$ cat config.mk
export PLATFORM = sky130hd
export DESIGN_NAME = ppps_cell
export DESIGN_NICKNAME = d
export VERILOG_FILES = /design/src/rtl/core/ppps_pkg.sv /design/src/rtl/core/ppps_cell.sv
export SDC_FILE = /design/constraint.sdc
export NUM_CORES = 1
export LEC_CHECK = 0
export BUFFER_PORTS_ARGS = -buffer_cell sky130_fd_sc_hd__buf_4
export CORE_MARGIN = 2
export CORE_UTILIZATION = 40
export CTS_BUF_LIST = sky130_fd_sc_hd__clkbuf_4 sky130_fd_sc_hd__clkbuf_8 sky130_fd_sc_hd__clkbuf_16
export DETAILED_ROUTE_END_ITERATION = 10
export SLEW_MARGIN = 20
export SYNTH_ARGS = -nofsm -noshare
export SYNTH_HDL_FRONTEND = slang
export SYNTH_SLANG_ARGS = --single-unit
$ cat constraint.sdc
create_clock -name clk -period 14 [get_ports clk]
set_input_delay 2.1 -clock clk [delete_from_list [all_inputs] [get_ports clk]]
set_output_delay 2.1 -clock clk [all_outputs]
set_load 0.005 [all_outputs]
$ cat src/rtl/core/ppps_pkg.sv
// Shared types, codes and constants for the palette pull pixel shifter.
// Used by the cell chain, the blend stage, the top level and the checker.
package ppps_pkg;

	localparam int DistW = 18;
	localparam int ColW  = 24;

	// Operation codes carried in s_tuser.
	localparam logic OP_PIXEL = 1'b0;
	localparam logic OP_LOAD  = 1'b1;

	localparam logic [6:0] PctMax = 7'd100;
	localparam logic [7:0] NearBlack = 8'd8;
	localparam logic [7:0] NearWhite = 8'd248;

	// Rounding bias and reciprocal of 100: floor(x / 100) == (x * 5243) >> 19 for x < 25600.
	localparam logic [15:0] RoundBias  = 16'd50;
	localparam logic [12:0] Recip100   = 13'd5243;
	localparam int          RecipShift = 19;

	// Item as it travels along the cell chain.
	typedef struct packed {
		logic             op;
		logic [7:0]       red;
		logic [7:0]       green;
		logic [7:0]       blue;
		logic [3:0]       entry_index;
		logic [DistW-1:0] best_dist;
		logic [3:0]       best_idx;
		logic [ColW-1:0]  best_col;
	} cell_data_t;

	typedef struct packed {
		logic [7:0] red;
		logic [7:0] green;
		logic [7:0] blue;
		logic [3:0] nearest_index;
		logic       skip_dither;
	} result_t;

	// Reset value of each palette slot, red in the top byte.
	function automatic logic [ColW-1:0] default_colour(input logic [3:0] idx);
		logic [ColW-1:0] c;
		unique case (idx)
			4'd0:    c = 24'hF8F8F8;
			4'd1:    c = 24'h000000;
			4'd2:    c = 24'hC8C8C8;
			4'd3:    c = 24'h20C840;
			4'd4:    c = 24'h58D878;
			4'd5:    c = 24'h5050E8;
			4'd6:    c = 24'h7870F8;
			4'd7:    c = 24'hD05048;
			4'd8:    c = 24'h40E8F0;
			4'd9:    c = 24'hF85050;
			4'd10:   c = 24'hF87878;
			4'd11:   c = 24'hD0C050;
			4'd12:   c = 24'hE0C880;
			4'd13:   c = 24'h20B038;
			4'd14:   c = 24'hC858B8;
			default: c = 24'h000000;
		endcase
		return c;
	endfunction

endpackage

$ cat src/rtl/core/ppps_cell.sv
// One cell of the palette chain: holds one palette entry, compares the passing pixel
// against it and hands the item to the next cell. Depends on ppps_pkg.
module ppps_cell #(
	parameter logic [3:0] CELL_INDEX = 4'd0
) (
	input  logic                 clk,
	input  logic                 arst_n,
	input  logic                 en,
	input  logic                 valid_in,
	input  ppps_pkg::cell_data_t data_in,
	output logic                 valid_out,
	output ppps_pkg::cell_data_t data_out
);
	import ppps_pkg::*;

	logic [ColW-1:0]  entry_q;
	logic             valid_q;
	cell_data_t       data_q;
	cell_data_t       data_d;
	logic [7:0]       dr, dg, db;
	logic [DistW-1:0] dist_sum;
	logic             take;
	logic             load_hit;

	always_comb begin
		dr = (data_in.red   > entry_q[23:16]) ? data_in.red   - entry_q[23:16]
		                                      : entry_q[23:16] - data_in.red;
		dg = (data_in.green > entry_q[15:8])  ? data_in.green - entry_q[15:8]
		                                      : entry_q[15:8]  - data_in.green;
		db = (data_in.blue  > entry_q[7:0])   ? data_in.blue  - entry_q[7:0]
		                                      : entry_q[7:0]   - data_in.blue;
		dist_sum = {2'b00, 16'(dr * dr)} + {2'b00, 16'(dg * dg)} + {2'b00, 16'(db * db)};
		take = dist_sum < data_in.best_dist;
		load_hit = valid_in && (data_in.op == OP_LOAD) && (data_in.entry_index == CELL_INDEX);
	end

	// The item handed on, with this cell's colour taking over on a strictly closer match.
	always_comb begin
		data_d = data_in;
		if (take) begin
			data_d.best_dist = dist_sum;
			data_d.best_idx  = CELL_INDEX;
			data_d.best_col  = entry_q;
		end
	end

	always_ff @(posedge clk or negedge arst_n) begin
		if (!arst_n) begin
			entry_q <= default_colour(CELL_INDEX);
			valid_q <= 1'b0;
		end else if (en) begin
			valid_q <= valid_in;
			if (load_hit) begin
				entry_q <= {data_in.red, data_in.green, data_in.blue};
			end
		end
	end

	always_ff @(posedge clk) begin
		if (en) begin
			data_q <= data_d;
		end
	end

	assign valid_out = valid_q;
	assign data_out  = data_q;

endmodule

==> flow_metrics.env <==
export IMPL_worstReg2RegStart="entry_q[15]"
export IMPL_crit_fanout=37
export IMPL_gp_congestion=0.905
export IMPL_vias=8461
export IMPL_maxCapViolations=0
export IMPL_path_common_cell="fa_1"
export IMPL_ys_seq_area_share_pct=24.0
export IMPL_yosysMostFrequentCell="inv_1"
export IMPL_worstSkewPairLatency_ns=0.37
export IMPL_dp_hpwl_um=21700
export IMPL_gr_total_overflow=0
export IMPL_synth_edf_count=75
export IMPL_hold_depth=2
export IMPL_hold_buffers=0
export IMPL_worstSetupEndpointType="flip-flop"
export IMPL_synth_ff_type="edfxtp_1"
export IMPL_synthCells=1192
export IMPL_totalWireLength_um=26700
export IMPL_insertedDiodeCount=0
export IMPL_async_flop_share_pct=25.0
export IMPL_cts_htree_levels=3
export IMPL_arrival_ns=12.42
export IMPL_cts_tree="done"
export IMPL_io_pins=155
export IMPL_max_freq_mhz=81.2
export IMPL_rows=63
export IMPL_ant_nets=0
export IMPL_first_iter_violations=386
export IMPL_synth_common_cells="270 x inv_1, 141 x ha_1, 139 x fa_1"
export IMPL_antenna_found_initial=0
export IMPL_start_util_pct=40.7
export IMPL_grt_pass1_wl_um=44800
export IMPL_post_cts_resized=0
export IMPL_tightest_slew_ns=0.929
export IMPL_cts_buffers=9
export IMPL_grt_pass1_vias=8847
export IMPL_cp_buffers_inverters=7
export IMPL_yosys_area_top_type_share_pct=23.1
export IMPL_clock_sinks=100
export IMPL_worstReg2RegEnd="data_out[15]"
export IMPL_cp_required_ns=14.12
export IMPL_core_area_um2=29600
export IMPL_drtPass1Iterations=5
export IMPL_fp_dieW_um=178
export IMPL_critPathMaxStageDelay_ns=0.54
export IMPL_grt_use_total_pct=18.0
export IMPL_yosys_warnings=0
export IMPL_synthTopCellsByArea="fa_1 23%, edfxtp_1 19%, ha_1 15%, inv_1 8.4%, mux2_2 4.6%"
export IMPL_clock_skew_ns=0.0175
export IMPL_die_area_um2=31600
export IMPL_syn_avg_cell_area_um2=10.1
export IMPL_period_minus_slack_ns=12.31
export IMPL_die_h_um=178
export IMPL_finalCritPeriodShare_pct=87.9
export IMPL_port_buffer_count=154
export IMPL_grt_max_degree=46
export IMPL_area_delta_synth_final_pct=16.0
export IMPL_hold_end="entry_q[3]"
export IMPL_critPathKind="in2reg"
export IMPL_rsz0062_at_grt="no"
export IMPL_fillCellCount=2883
export IMPL_run_status="complete, no violations"
export IMPL_synth_seq_cells=100
export IMPL_critPathSlowestCell="fa_1"
export IMPL_drive_gt1_share_pct=21.1
export IMPL_timing_final_hold_violations=0
export IMPL_fin_tns_setup_ns=0
export IMPL_syn_cell_area_um2=12100
export IMPL_cts_buffer_depth=2
export IMPL_cts_setup_buffers=0
export IMPL_clkTransAtPathRegs_ns=0.09
export IMPL_crit_path_start="data_in[66]"
export IMPL_synth_largest_area_cell="fa_1"
export IMPL_cp_start_kind="input pin"
export IMPL_syn_nets=1551
export IMPL_hold_path_class="reg2reg"
export IMPL_setup_viol=0
export IMPL_root_buffer="clkbuf_16"
export IMPL_reg2reg_depth=33
export IMPL_wl_per_cell_um=15.4
export IMPL_ys_types=76
export IMPL_cp_top_family="adder cells"
export IMPL_slew_violations=0
export IMPL_slew_headroom_pct=37.6
export IMPL_vias_per_cell=4.88
export IMPL_drc_errors=0
export IMPL_hp_start="entry_q[3]"
export IMPL_layout_nets=1698
export IMPL_ff2ff_setup_slack_ns=3.18
-- worst max-delay path by stage --
stage / to / depth (start not counted)
after floorplan: data_out[10] / 39
after global placement: data_out[34] / 39
after detailed placement: data_out[15] / 39
after CTS: data_out[15] / 39
after global routing: data_out[15] / 37
final: data_out[15] / 37
-- cell usage in the layout, fill, tap and decap left out, types with 10 or more instances in the layout --
cell type / netlist / final
buf_4: 0 / 165
nor3_1: 15 / 15
nor2_1: 72 / 72
nand2b_1: 19 / 19
edfxtp_1: 75 / 75
ha_1: 141 / 141
inv_1: 270 / 270
xnor2_1: 19 / 19
o21a_1: 10 / 10
mux2_2: 49 / 49
dfstp_2: 15 / 15
a21oi_1: 54 / 54
fa_1: 139 / 139
a21o_1: 33 / 33
nor2b_1: 17 / 17
o21ai_0: 40 / 40
nand2_1: 40 / 40
dfrtp_1: 10 / 10
-- stage by stage --
step | setup slack (ns) | std cells | utilization, % | hold WS (ns) | instance area [um^2]
2_1_floorplan | 2.54 | 1192 | - | 0.475 | 12100
3_3_place_gp | 1.48 | 1718 | 46.1 | 0.486 | 13700
3_5_place_dp | 1.26 | 1718 | 46.1 | 0.499 | 13700
4_1_cts | 1.63 | 1734 | 47.2 | 0.513 | 14000
5_1_grt | 0.771 | 1734 | 47.2 | 0.525 | 14000
6_report | 1.69 | 1734 | 47.2 | 0.508 | 14000
-- sequential cells by signal, indices dropped and copies added (netlist names) --
signal / count
valid_out: 1
entry_q: 24
data_out: 75
-- cell type report --
type	count	area (um^2)	area share, %
Inverter	271	1020	7.27
Sequential cell	100	2900	20.7
Clock buffer	9	225	1.61
Clock inverter	7	91.3	0.653
Timing Repair Buffer	166	1260	9.00
Multi-Input combinational cell	791	8010	57.3
Tap cell	390	488	3.49
-- worst register-to-register path, delay by kind of cell (launching register included) --
family,cells,cell delay (ns)
adder cells (fa/ha/maj),10,4.58
AO/OA/AOI/OAI,13,3.43
AND/OR/NAND/NOR,4,0.87
multiplexers,2,0.71
flip-flops,1,0.54
buffers and inverters,4,0.44
-- cell families (layout without fill, tap and decap cells) --
logic type | count (synthesis) | in the layout | synth area share, %
buffers and inverters | 301 | 453 | 9.61
adder cells (fa/ha/maj) | 280 | 280 | 37.7
AND/OR/NAND/NOR | 225 | 225 | 9.58
AO/OA/AOI/OAI | 195 | 195 | 11.0
flip-flops | 100 | 100 | 24.0
multiplexers | 62 | 62 | 5.86
XOR/XNOR | 29 | 29 | 2.23
-- metal layers --
metal / part of all wire, % / wire length [um] / global-route usage, %
met2: 47 / 12400 / 29.5
met4: 0.97 / 258 / 3.59
met1: 48 / 12900 / 25.4
met5: 0 / 0 / 0
met3: 4.2 / 1120 / 2.68
Power is not shown: default switching activity piles up to over one toggle a cycle in this logic, so the estimate is an artifact.
