==> config.mk <==
export PLATFORM = sky130hd
export DESIGN_NAME = ppps_blend
export DESIGN_NICKNAME = d
export VERILOG_FILES = /design/src/rtl/core/ppps_pkg.sv /design/src/rtl/core/ppps_blend.sv
export SDC_FILE = /design/constraint.sdc
export NUM_CORES = 1
export LEC_CHECK = 0
export BUFFER_PORTS_ARGS = -buffer_cell sky130_fd_sc_hd__buf_2
export CAP_MARGIN = 40
export CELL_PAD_IN_SITES_DETAIL_PLACEMENT = 0
export CELL_PAD_IN_SITES_GLOBAL_PLACEMENT = 1
export CORE_UTILIZATION = 40
export DETAILED_ROUTE_END_ITERATION = 16
export PLACE_DENSITY = 0.78
export RECOVER_POWER = 50
export SLEW_MARGIN = 5
export SYNTH_ARGS = -nofsm -noshare
export SYNTH_HDL_FRONTEND = slang
export SYNTH_SLANG_ARGS = --single-unit
==> constraint.sdc <==
create_clock -name clk -period 8.3 [get_ports clk]
set_clock_uncertainty 0.2 [all_clocks]
set_input_delay 2.49 -clock clk [delete_from_list [all_inputs] [get_ports clk]]
set_output_delay 2.49 -clock clk [all_outputs]
set_load 0.1 [all_outputs]
==> src/rtl/core/ppps_pkg.sv <==
// Shared types, codes and constants for the palette pull pixel shifter.
// Used by the cell chain, the blend stage, the top level and the checker.
package ppps_pkg;

	localparam int DistW = 18;
	localparam int ColW  = 24;

	// Operation codes carried in s_tuser.
	localparam logic OP_PIXEL = 1'b0;
	localparam logic OP_LOAD  = 1'b1;

	localparam logic [6:0] PctMax = 7'd100;
	localparam logic [7:0] NearBlack = 8'd8;
	localparam logic [7:0] NearWhite = 8'd248;

	// Rounding bias and reciprocal of 100: floor(x / 100) == (x * 5243) >> 19 for x < 25600.
	localparam logic [15:0] RoundBias  = 16'd50;
	localparam logic [12:0] Recip100   = 13'd5243;
	localparam int          RecipShift = 19;

	// Item as it travels along the cell chain.
	typedef struct packed {
		logic             op;
		logic [7:0]       red;
		logic [7:0]       green;
		logic [7:0]       blue;
		logic [3:0]       entry_index;
		logic [DistW-1:0] best_dist;
		logic [3:0]       best_idx;
		logic [ColW-1:0]  best_col;
	} cell_data_t;

	typedef struct packed {
		logic [7:0] red;
		logic [7:0] green;
		logic [7:0] blue;
		logic [3:0] nearest_index;
		logic       skip_dither;
	} result_t;

	// Reset value of each palette slot, red in the top byte.
	function automatic logic [ColW-1:0] default_colour(input logic [3:0] idx);
		logic [ColW-1:0] c;
		unique case (idx)
			4'd0:    c = 24'hF8F8F8;
			4'd1:    c = 24'h000000;
			4'd2:    c = 24'hC8C8C8;
			4'd3:    c = 24'h20C840;
			4'd4:    c = 24'h58D878;
			4'd5:    c = 24'h5050E8;
			4'd6:    c = 24'h7870F8;
			4'd7:    c = 24'hD05048;
			4'd8:    c = 24'h40E8F0;
			4'd9:    c = 24'hF85050;
			4'd10:   c = 24'hF87878;
			4'd11:   c = 24'hD0C050;
			4'd12:   c = 24'hE0C880;
			4'd13:   c = 24'h20B038;
			4'd14:   c = 24'hC858B8;
			default: c = 24'h000000;
		endcase
		return c;
	endfunction

endpackage

==> src/rtl/core/ppps_blend.sv <==
// Blend stage: pulls each channel toward the chosen palette colour by the percentage,
// rounds half away from zero, and flags near-black or near-white. Depends on ppps_pkg.
module ppps_blend (
	input  logic                 clk,
	input  logic                 arst_n,
	input  logic                 en,
	input  logic [6:0]           pct,
	input  logic                 valid_in,
	input  ppps_pkg::cell_data_t data_in,
	output logic                 valid_out,
	output ppps_pkg::result_t    result_out
);
	import ppps_pkg::*;

	logic [7:0]  src   [3];
	logic [7:0]  dst   [3];
	logic [7:0]  diff  [3];
	logic        up    [3];
	logic [15:0] mag   [3];

	logic        valid_s1;
	logic [7:0]  src_s1 [3];
	logic        up_s1  [3];
	logic [15:0] mag_s1 [3];
	logic [3:0]  idx_s1;

	logic [28:0] prod [3];
	logic [7:0]  res  [3];
	logic        skip;

	logic        valid_s2;
	result_t     result_s2;

	always_comb begin
		src[0] = data_in.red;
		src[1] = data_in.green;
		src[2] = data_in.blue;
		dst[0] = data_in.best_col[23:16];
		dst[1] = data_in.best_col[15:8];
		dst[2] = data_in.best_col[7:0];
		for (int c = 0; c < 3; c++) begin
			up[c]   = dst[c] >= src[c];
			diff[c] = up[c] ? dst[c] - src[c] : src[c] - dst[c];
			mag[c]  = 16'(diff[c] * pct) + RoundBias;
		end
	end

	always_comb begin
		for (int c = 0; c < 3; c++) begin
			prod[c] = 29'(mag_s1[c] * Recip100);
			res[c]  = up_s1[c] ? src_s1[c] + prod[c][RecipShift+7:RecipShift]
			                   : src_s1[c] - prod[c][RecipShift+7:RecipShift];
		end
		skip = ((res[0] <= NearBlack) && (res[1] <= NearBlack) && (res[2] <= NearBlack)) ||
		       ((res[0] >= NearWhite) && (res[1] >= NearWhite) && (res[2] >= NearWhite));
	end

	always_ff @(posedge clk or negedge arst_n) begin
		if (!arst_n) begin
			valid_s1 <= 1'b0;
			valid_s2 <= 1'b0;
		end else if (en) begin
			valid_s1 <= valid_in && (data_in.op == OP_PIXEL);
			valid_s2 <= valid_s1;
		end
	end

	always_ff @(posedge clk) begin
		if (en) begin
			for (int c = 0; c < 3; c++) begin
				src_s1[c] <= src[c];
				up_s1[c]  <= up[c];
				mag_s1[c] <= mag[c];
			end
			idx_s1 <= data_in.best_idx;
			result_s2.red           <= res[0];
			result_s2.green         <= res[1];
			result_s2.blue          <= res[2];
			result_s2.nearest_index <= idx_s1;
			result_s2.skip_dither   <= skip;
		end
	end

	assign valid_out  = valid_s2;
	assign result_out = result_s2;

endmodule

==> impl_results.md, run 1 <==
* Status: finished, violations left
* Violated checks: capacitance limit, slew limit, setup timing
* Core Region at 57,920 um^2
* CP max FO at 5
* Kind of critical path: in -> reg
* Top Ports at 116
* Syn nets at 3,262
* Startpoint types: primary input
* Slew @ Worst Pin at 3.675 ns
* Total CTS buffers at 9
* Post-synth ARST share at 0.01818
* Die ar. at 59,720 um^2
* Crit path max-delay cell type: fa_1
* Predominant post-synthesis flop cell: edfxtp_1
* Number of global-route vias before repair at 18,282
* Synth warn at 0
* # Max-Cap Violations at 1
* Post-synth EDFFs at 108
* Fmax at 115.2 MHz
* Share of layout cells above drive strength 1 at 0.1891
* Port Buffer Count at 93
* Iteration-0 DRC Markers at 609
* Crit path DAT at 8.63 ns
* Post-synthesis register bit count at 110
* Final #Nets at 3,627
* Cell Count, Final, Fillers Out at 3,512
* Cell variety after synth at 75
* DRT Wirelength at 51,880 um
* Max clock buf depth at 2
* Met3 Usage GRT at 0.02963
* Area delta synth->final at 20.44%
* Hold Violations, Final at 0
* Clock sinks at 110
* Critical Path End Type: flop
* Skew-Pair Late Insertion Delay at 0.39 ns
* Hpwl dp at 44,490 um
* GRT busiest layer: met2
* Routability cong. at 0.8490
* DRC viols at 0
* Met1 Use GR at 0.2254
* Drt pass-1 iters at 5
* DP Cell Count at 3,421
* Starting Density at 0.4058
* Cells after synthesis at 2,375
* First-pass GRT wire length at 87,110 um
* Largest net degree at the start of global routing at 62
* Slew Limit Fails at 62
* Final setup vio count at 16
* Grt ovf at 0
* Post-route setup slack at -0.3836 ns
* Req. time, crit path at 8.24 ns
* Critical Path Max Stage Delay at 0.56 ns
* Reg clk slew, reported paths at 0.09 ns
* TritonCTS clock tree: yes
* Die width at 244.4 um
* Root Driver: clkbuf_16
* Sequential area share after synthesis at 0.1401
* # rows at 88
* Total Routing Usage GR at 0.1807
* Fin crit period at 8.684 ns
* GRT met2 Usage at 0.3177
* Avg Inst Size Synth at 9.895 um^2
* Synth Cell Area at 23,500 um^2
* H-tree depth at 3
* Setup WS pre-CTS at -1.277 ns
* Hold bufs inserted after CTS at 0
* Vias/cell at 4.892
* Initial antenna violation count at 5
* Post-DRT Antenna Nets at 0
* Routed WL per cell at 14.77 um
* Post-route clock period utilization at 1.046
* Relative slew margins at -1.450
* Via count at 17,180
* Unrepaired setup endpoints after global routing: yes
* Die Y at 244.4 um
* Fill cells at 5,432
* HP Class: reg -> reg
cell families (layout without fill, tap and decap cells):
group,Yosys count,in the layout,share of synthesized area
multiplexers,26,26,0.01155
adder cells (fa/ha/maj),801,801,0.5319
XOR/XNOR,117,117,0.04361
AO/OA/AOI/OAI,291,291,0.08599
flip-flops,110,110,0.1401
buffers and inverters,624,994,0.09983
AND/OR/NAND/NOR,406,406,0.08700
other,0,2,0
worst paths after layout:
path	slack, ns	start	cells past startpoint	to
worst max-delay path	-0.38	data_in[8]	31	mag_s1[0][31]
worst min-delay path	0.22	idx_s1[0]	0	result_out[1]
worst max register to register	0.37	mag_s1[0][42]	31	result_out[0]
worst min register to register	0.22	idx_s1[0]	0	result_out[1]
max in group asynchronous	6.12	arst_n	1	valid_s1
min in group asynchronous	1.66	arst_n	1	valid_out
sequential cells by signal, summed over array words and instances, names as in the netlist:
name,cells
src_s1,24
result_out,29
valid_s1,1
up_s1,3
mag_s1,48
valid_out,1
idx_s1,4
layout by cell type, fill, tap and decap left out, types with 15 or more instances in the layout:
cell type,instances
o21bai_1,22
nor2b_1,22
o21ai_0,32
nand4_1,15
a21o_1,29
buf_2,56
nand3_1,22
buf_4,258
and2_1,53
ha_4,18
a211oi_1,16
a21oi_1,63
a21oi_2,22
xor2_1,22
ha_1,453
buf_6,16
edfxtp_1,108
clkbuf_1,45
nor2_1,54
fa_1,321
nor3_1,25
nand2_1,132
xnor2_1,78
inv_1,580
through the flow:
stage               instance area [um^2]  hold WS [ns]  utilization  setup TNS [ns]
floorplan                          23820        0.2003            -          -3.694
global placement                   26740        0.2011       0.4617          -15.67
detailed placement                 26740        0.2065       0.4617          -18.16
CTS                                27820        0.2246       0.4804          -3.743
global route                       28300        0.2270       0.4887          -7.829
finish                             28300        0.2216       0.4887          -3.678
Yosys cell counts, types with 11 or more instances:
| cell type | count | area, um^2 |
|---|---|---|
| xor2_1 | 23 | 201.4 |
| edfxtp_1 | 108 | 3243 |
| o21a_1 | 12 | 90.09 |
| o21bai_1 | 25 | 187.7 |
| nand4_1 | 15 | 93.84 |
| nand2_1 | 138 | 518.0 |
| fa_1 | 330 | 6606 |
| nor3_1 | 25 | 125.1 |
| mux2i_1 | 17 | 170.2 |
| or3_1 | 11 | 68.82 |
| nand2b_1 | 13 | 81.33 |
| and2_1 | 59 | 369.1 |
| a21o_1 | 30 | 225.2 |
| inv_1 | 597 | 2241 |
| a211oi_1 | 22 | 165.2 |
| a21oi_1 | 88 | 440.4 |
| ha_1 | 471 | 5893 |
| o21ai_0 | 37 | 185.2 |
| xnor2_1 | 94 | 823.3 |
| clkbuf_1 | 24 | 90.09 |
| nor2_1 | 58 | 217.7 |
| nand3_1 | 24 | 120.1 |
| nor2b_1 | 24 | 150.1 |
metal layers:
metal	routed length, um	share of wire
met5	27	0.00052
met4	1286	0.025
met3	2214	0.043
met2	25680	0.49
met1	22670	0.44
final cells by class:
cell class,count,area [um^2],share of cell area
Antenna cell,2,5.005,0.0001768
Clock buffer,9,225.2,0.007957
Clock inverter,7,78.83,0.002785
Inverter,597,2286,0.08076
Multi-Input combinational cell,1641,18800,0.6643
Sequential cell,110,3293,0.1163
Tap cell,765,957.2,0.03382
Timing Repair Buffer,381,2656,0.09385
critical path, delay by kind of cell:
family                     cells  cell delay, ns
AOI/OAI and AO/OA             14            2.37
and+or+nand+nor                2            0.19
xor gates and xnor gates       2            0.34
adders and majority gates      7            2.54
buffers and inverters          5            0.39
muxes                          1            0.27
what timing repair did:
action / in CTS / in global routing
pin swaps: 128 / 82
buffers inserted: 34 / 46
setup endpoints to repair: 21 / 25
resized for setup: 103 / 50
Power of run 1 is not shown: default switching activity piles up to over one toggle a cycle in this logic, so the estimate is an artifact.
==> run 2: changes to the inputs <==
--- a/config.mk
+++ b/config.mk
@@ -5,13 +5,14 @@
 export SDC_FILE = /design/constraint.sdc
 export NUM_CORES = 1
 export LEC_CHECK = 0
+export ABC_AREA = 1
 export BUFFER_PORTS_ARGS = -buffer_cell sky130_fd_sc_hd__buf_2
 export CAP_MARGIN = 40
 export CELL_PAD_IN_SITES_DETAIL_PLACEMENT = 0
 export CELL_PAD_IN_SITES_GLOBAL_PLACEMENT = 1
 export CORE_UTILIZATION = 40
 export DETAILED_ROUTE_END_ITERATION = 16
-export PLACE_DENSITY = 0.78
+export PLACE_DENSITY = 0.8
 export RECOVER_POWER = 50
 export SLEW_MARGIN = 5
 export SYNTH_ARGS = -nofsm -noshare
==> run 2 against run 1 <==
The run ends with capacitance limit, slew limit left. Largest cell class unchanged. Critical path depth shrank 6. Core utilization shrank 4.6 points. Synthesized cell count grew 31%. Maximum frequency grew 9.4%. Sequential cell count is the same. Synthesized area grew 7.8%. Register-to-register slack gained 0.30 ns. Worst hold slack gained 0.0012 ns.
==> impl_results.md, run 2 <==
* Routability cong. at 0.8800 (+3.7%)
* Fin crit period at 7.936 ns (-0.7472 ns)
* Die Y at 253.6 um (+3.8%)
* Total Routing Usage GR at 0.1933 (+0.01262)
* Req. time, crit path at 8.32 ns (+0.08 ns)
* Unrepaired setup endpoints after global routing: yes
* Skew-Pair Late Insertion Delay at 0.38 ns (about the same)
* Synth Cell Area at 25,330 um^2 (+7.8%)
* Synth Area in Compound Gates at 0.04880 (-0.03718)
* Post-synth top cells: inv_1, nand2_1, ha_1
* Kind of critical path: in -> reg
* Adder-Cell Fraction of Synth Area at 0.4935 (-0.03844)
* H-tree depth at 3 (unchanged)
* Critical Path End Type: flop
* Core Region at 62,170 um^2 (+7.3%)
* DRT Wirelength at 58,370 um (+13%)
* Drt pass-1 iters at 5 (unchanged)
* # rows at 91 (+3.4%)
* Main area contributors after synthesis: fa_1, ha_1, edfxtp_1
* Sequential area share after synthesis at 0.1300 (-0.01013)
* Final setup vio count at 0 (-16)
* Avg Inst Size Synth at 8.169 um^2 (-17%)
* Syn nets at 3,988 (+22%)
* Post-synth ARST share at 0.01818 (unchanged)
* Startpoint types: primary input
* Iteration-0 DRC Markers at 1,014 (+67%)
* Violated checks: capacitance limit, slew limit
* Total negative slack at 0 ns (+3.678 ns)
* Hpwl dp at 52,060 um (+17%)
* Status: finished, violations left
* Port Buffer Count at 93 (unchanged)
* Most flops, register: mag_s1
* Root Driver: clkbuf_16
* Number of global-route vias before repair at 19,349 (+5.8%)
* Synth area leader: fa_1
* Diodes inserted at 0 (-2)
* Hold_ws at 0.2228 ns (+0.001188 ns)
* Grt ovf at 0 (unchanged)
* Post-route clock period utilization at 0.9562 (-0.09003)
* Final #Nets at 4,144 (+14%)
* Post-DRT Antenna Nets at 0 (unchanged)
* Max clock buf depth at 2 (unchanged)
* Synth warn at 0 (unchanged)
* # Max-Cap Violations at 2 (+1)
* Top-count cell post-synth: inv_1
* Post-synth EDFFs at 108 (unchanged)
* HP Class: reg -> reg
* Cell variety after synth at 44 (-41%)
* DRC viols at 0 (unchanged)
* Layout Utilization at 0.4423 (-0.04642)
* Die width at 253.6 um (+3.8%)
* Commonest non-fill, non-tap cell in the layout: inv_1
* Hold Violations, Final at 0 (unchanged)
* Area delta synth->final at 8.550%
* Vias/cell at 4.661 (-4.7%)
* Top cell type's share of synthesized area at 0.2608 (-0.02032)
* Most frequent cells in the layout: inv_1, nand2_1, ha_1
* Largest family of logic cells by synthesized area: adder cells
* Starting Density at 0.4075 (+0.001695)
* Cells after synthesis at 3,101 (+31%)
* Via count at 19,106 (+11%)
* CP max FO at 5 (unchanged)
* Initial antenna violation count at 1 (-4)
* Largest register FFs at 48 (unchanged)
* Largest net degree at the start of global routing at 65 (+4.8%)
* TritonCTS clock tree: yes
* Slew Limit Fails at 115 (+85%)
* Hold bufs inserted after CTS at 0 (unchanged)
* Clock sinks at 110 (unchanged)
* Crit path DAT at 7.96 ns (-0.67 ns)
* Routed WL per cell at 14.24 um (-3.6%)
* First-pass GRT wire length at 97,900 um (+12%)
* Die ar. at 64,340 um^2 (+7.7%)
* Reg clk slew, reported paths at 0.08 ns (about the same)
* Post-synthesis mux area share at 0.001976 (-0.009578)
* Predominant post-synthesis flop cell: edfxtp_1
* Relative slew margins at -1.003 (+0.4473)
* Slew @ Worst Pin at 3.004 ns (-0.6710 ns)
* Simple-Gate Fraction of Synth Area at 0.1600 (+0.07304)
* Share of layout cells above drive strength 1 at 0.05334 (-0.1357)
* Post-synthesis register bit count at 110 (unchanged)
* Total CTS buffers at 9 (unchanged)
* Top Ports at 116 (unchanged)
* Fmax at 126.0 MHz (+9.4%)
* Post-Synth XOR/XNOR Area at 0.03581 (-0.007794)
-- run 2: changes by cell type after synthesis, sizes merged, moves of 21 or more --
cell | before | now
a21oi | 91 | 123
xor2 | 23 | 68
nand2 | 138 | 659
a211oi | 23 | 2
a21o | 30 | 9
xnor2 | 94 | 33
nand3 | 24 | 82
nor2b | 24 | 0
nor2 | 58 | 209
and2 | 60 | 2
inv | 597 | 856
-- run 2: area by class of cell --
class	instances	area, um^2
Clock buffer	10	229.0
Clock inverter	6	43.79
Fill cell	6365	34670
Inverter	857	3217
Multi-Input combinational cell	2117	18770
Sequential cell	110	3293
Tap cell	837	1047
Timing Repair Buffer	162	900.9
-- run 2: cell families after synthesis --
family,after synthesis
xor+xnor,101
mux,5
buf+inv,874
simple gates,996
fa+ha+maj,801
flops,110
compound gates,214
-- run 2: worst paths after layout --
| path | start | cells after the start | slack [ns] | end |
|---|---|---|---|---|
| worst max-delay path | data_in[70] | 25 | 0.36 | mag_s1[0][15] |
| worst min-delay path | idx_s1[3] | 0 | 0.22 | result_out[4] |
| worst max register to register | mag_s1[0][13] | 36 | 0.67 | result_out[0] |
| worst min register to register | idx_s1[3] | 0 | 0.22 | result_out[4] |
| max in group asynchronous | arst_n | 1 | 6.11 | valid_s1 |
| min in group asynchronous | arst_n | 1 | 1.67 | valid_out |
-- run 2: metal layers --
layer	vias up	routed length [um]	track usage
met5	-	0	0
met3	50	2154	0.02305
met2	312	26270	0.3141
met4	0	964	0.03769
met1	8988	28980	0.2764
li1	9756	-	-
-- run 2: per-stage QoR --
| stage | instances | setup slack, ns | instance area, um^2 |
|---|---|---|---|
| 3_5_place_dp | 4082 | -0.05007 | 27280 |
| 4_1_cts | 4098 | 0.3607 | 27560 |
| 6_report | 4099 | 0.3636 | 27500 |
| 2_1_floorplan | 3101 | 0.4317 | 25330 |
| 3_3_place_gp | 4082 | 0.01220 | 27280 |
| 5_1_grt | 4099 | -0.01561 | 27500 |
-- run 2: what timing repair did --
action,4_1_cts,5_1_grt
buffers inserted,0,1
setup endpoints to repair,0,4
gates resized for setup,0,5
-- run 2: worst max-delay path, cell delays in order --
cell,delay [ns]
clkbuf_1,0.29
inv_1,0.09
ha_1,0.22
a21o_1,0.18
inv_1,0.08
nor2_1,0.05
a211oi_2,0.16
nand3_2,0.10
mux2i_1,0.15
xnor2_1,0.45
buf_4,0.22
nand2_1,0.07
fa_1,0.47
fa_1,0.52
inv_1,0.05
fa_1,0.50
fa_1,0.41
ha_1,0.37
a21oi_1,0.09
o211ai_1,0.25
a21oi_1,0.10
o21bai_1,0.18
a21oi_1,0.09
o21bai_1,0.15
xor2_1,0.21
Power of run 2 is left out for the same reason.
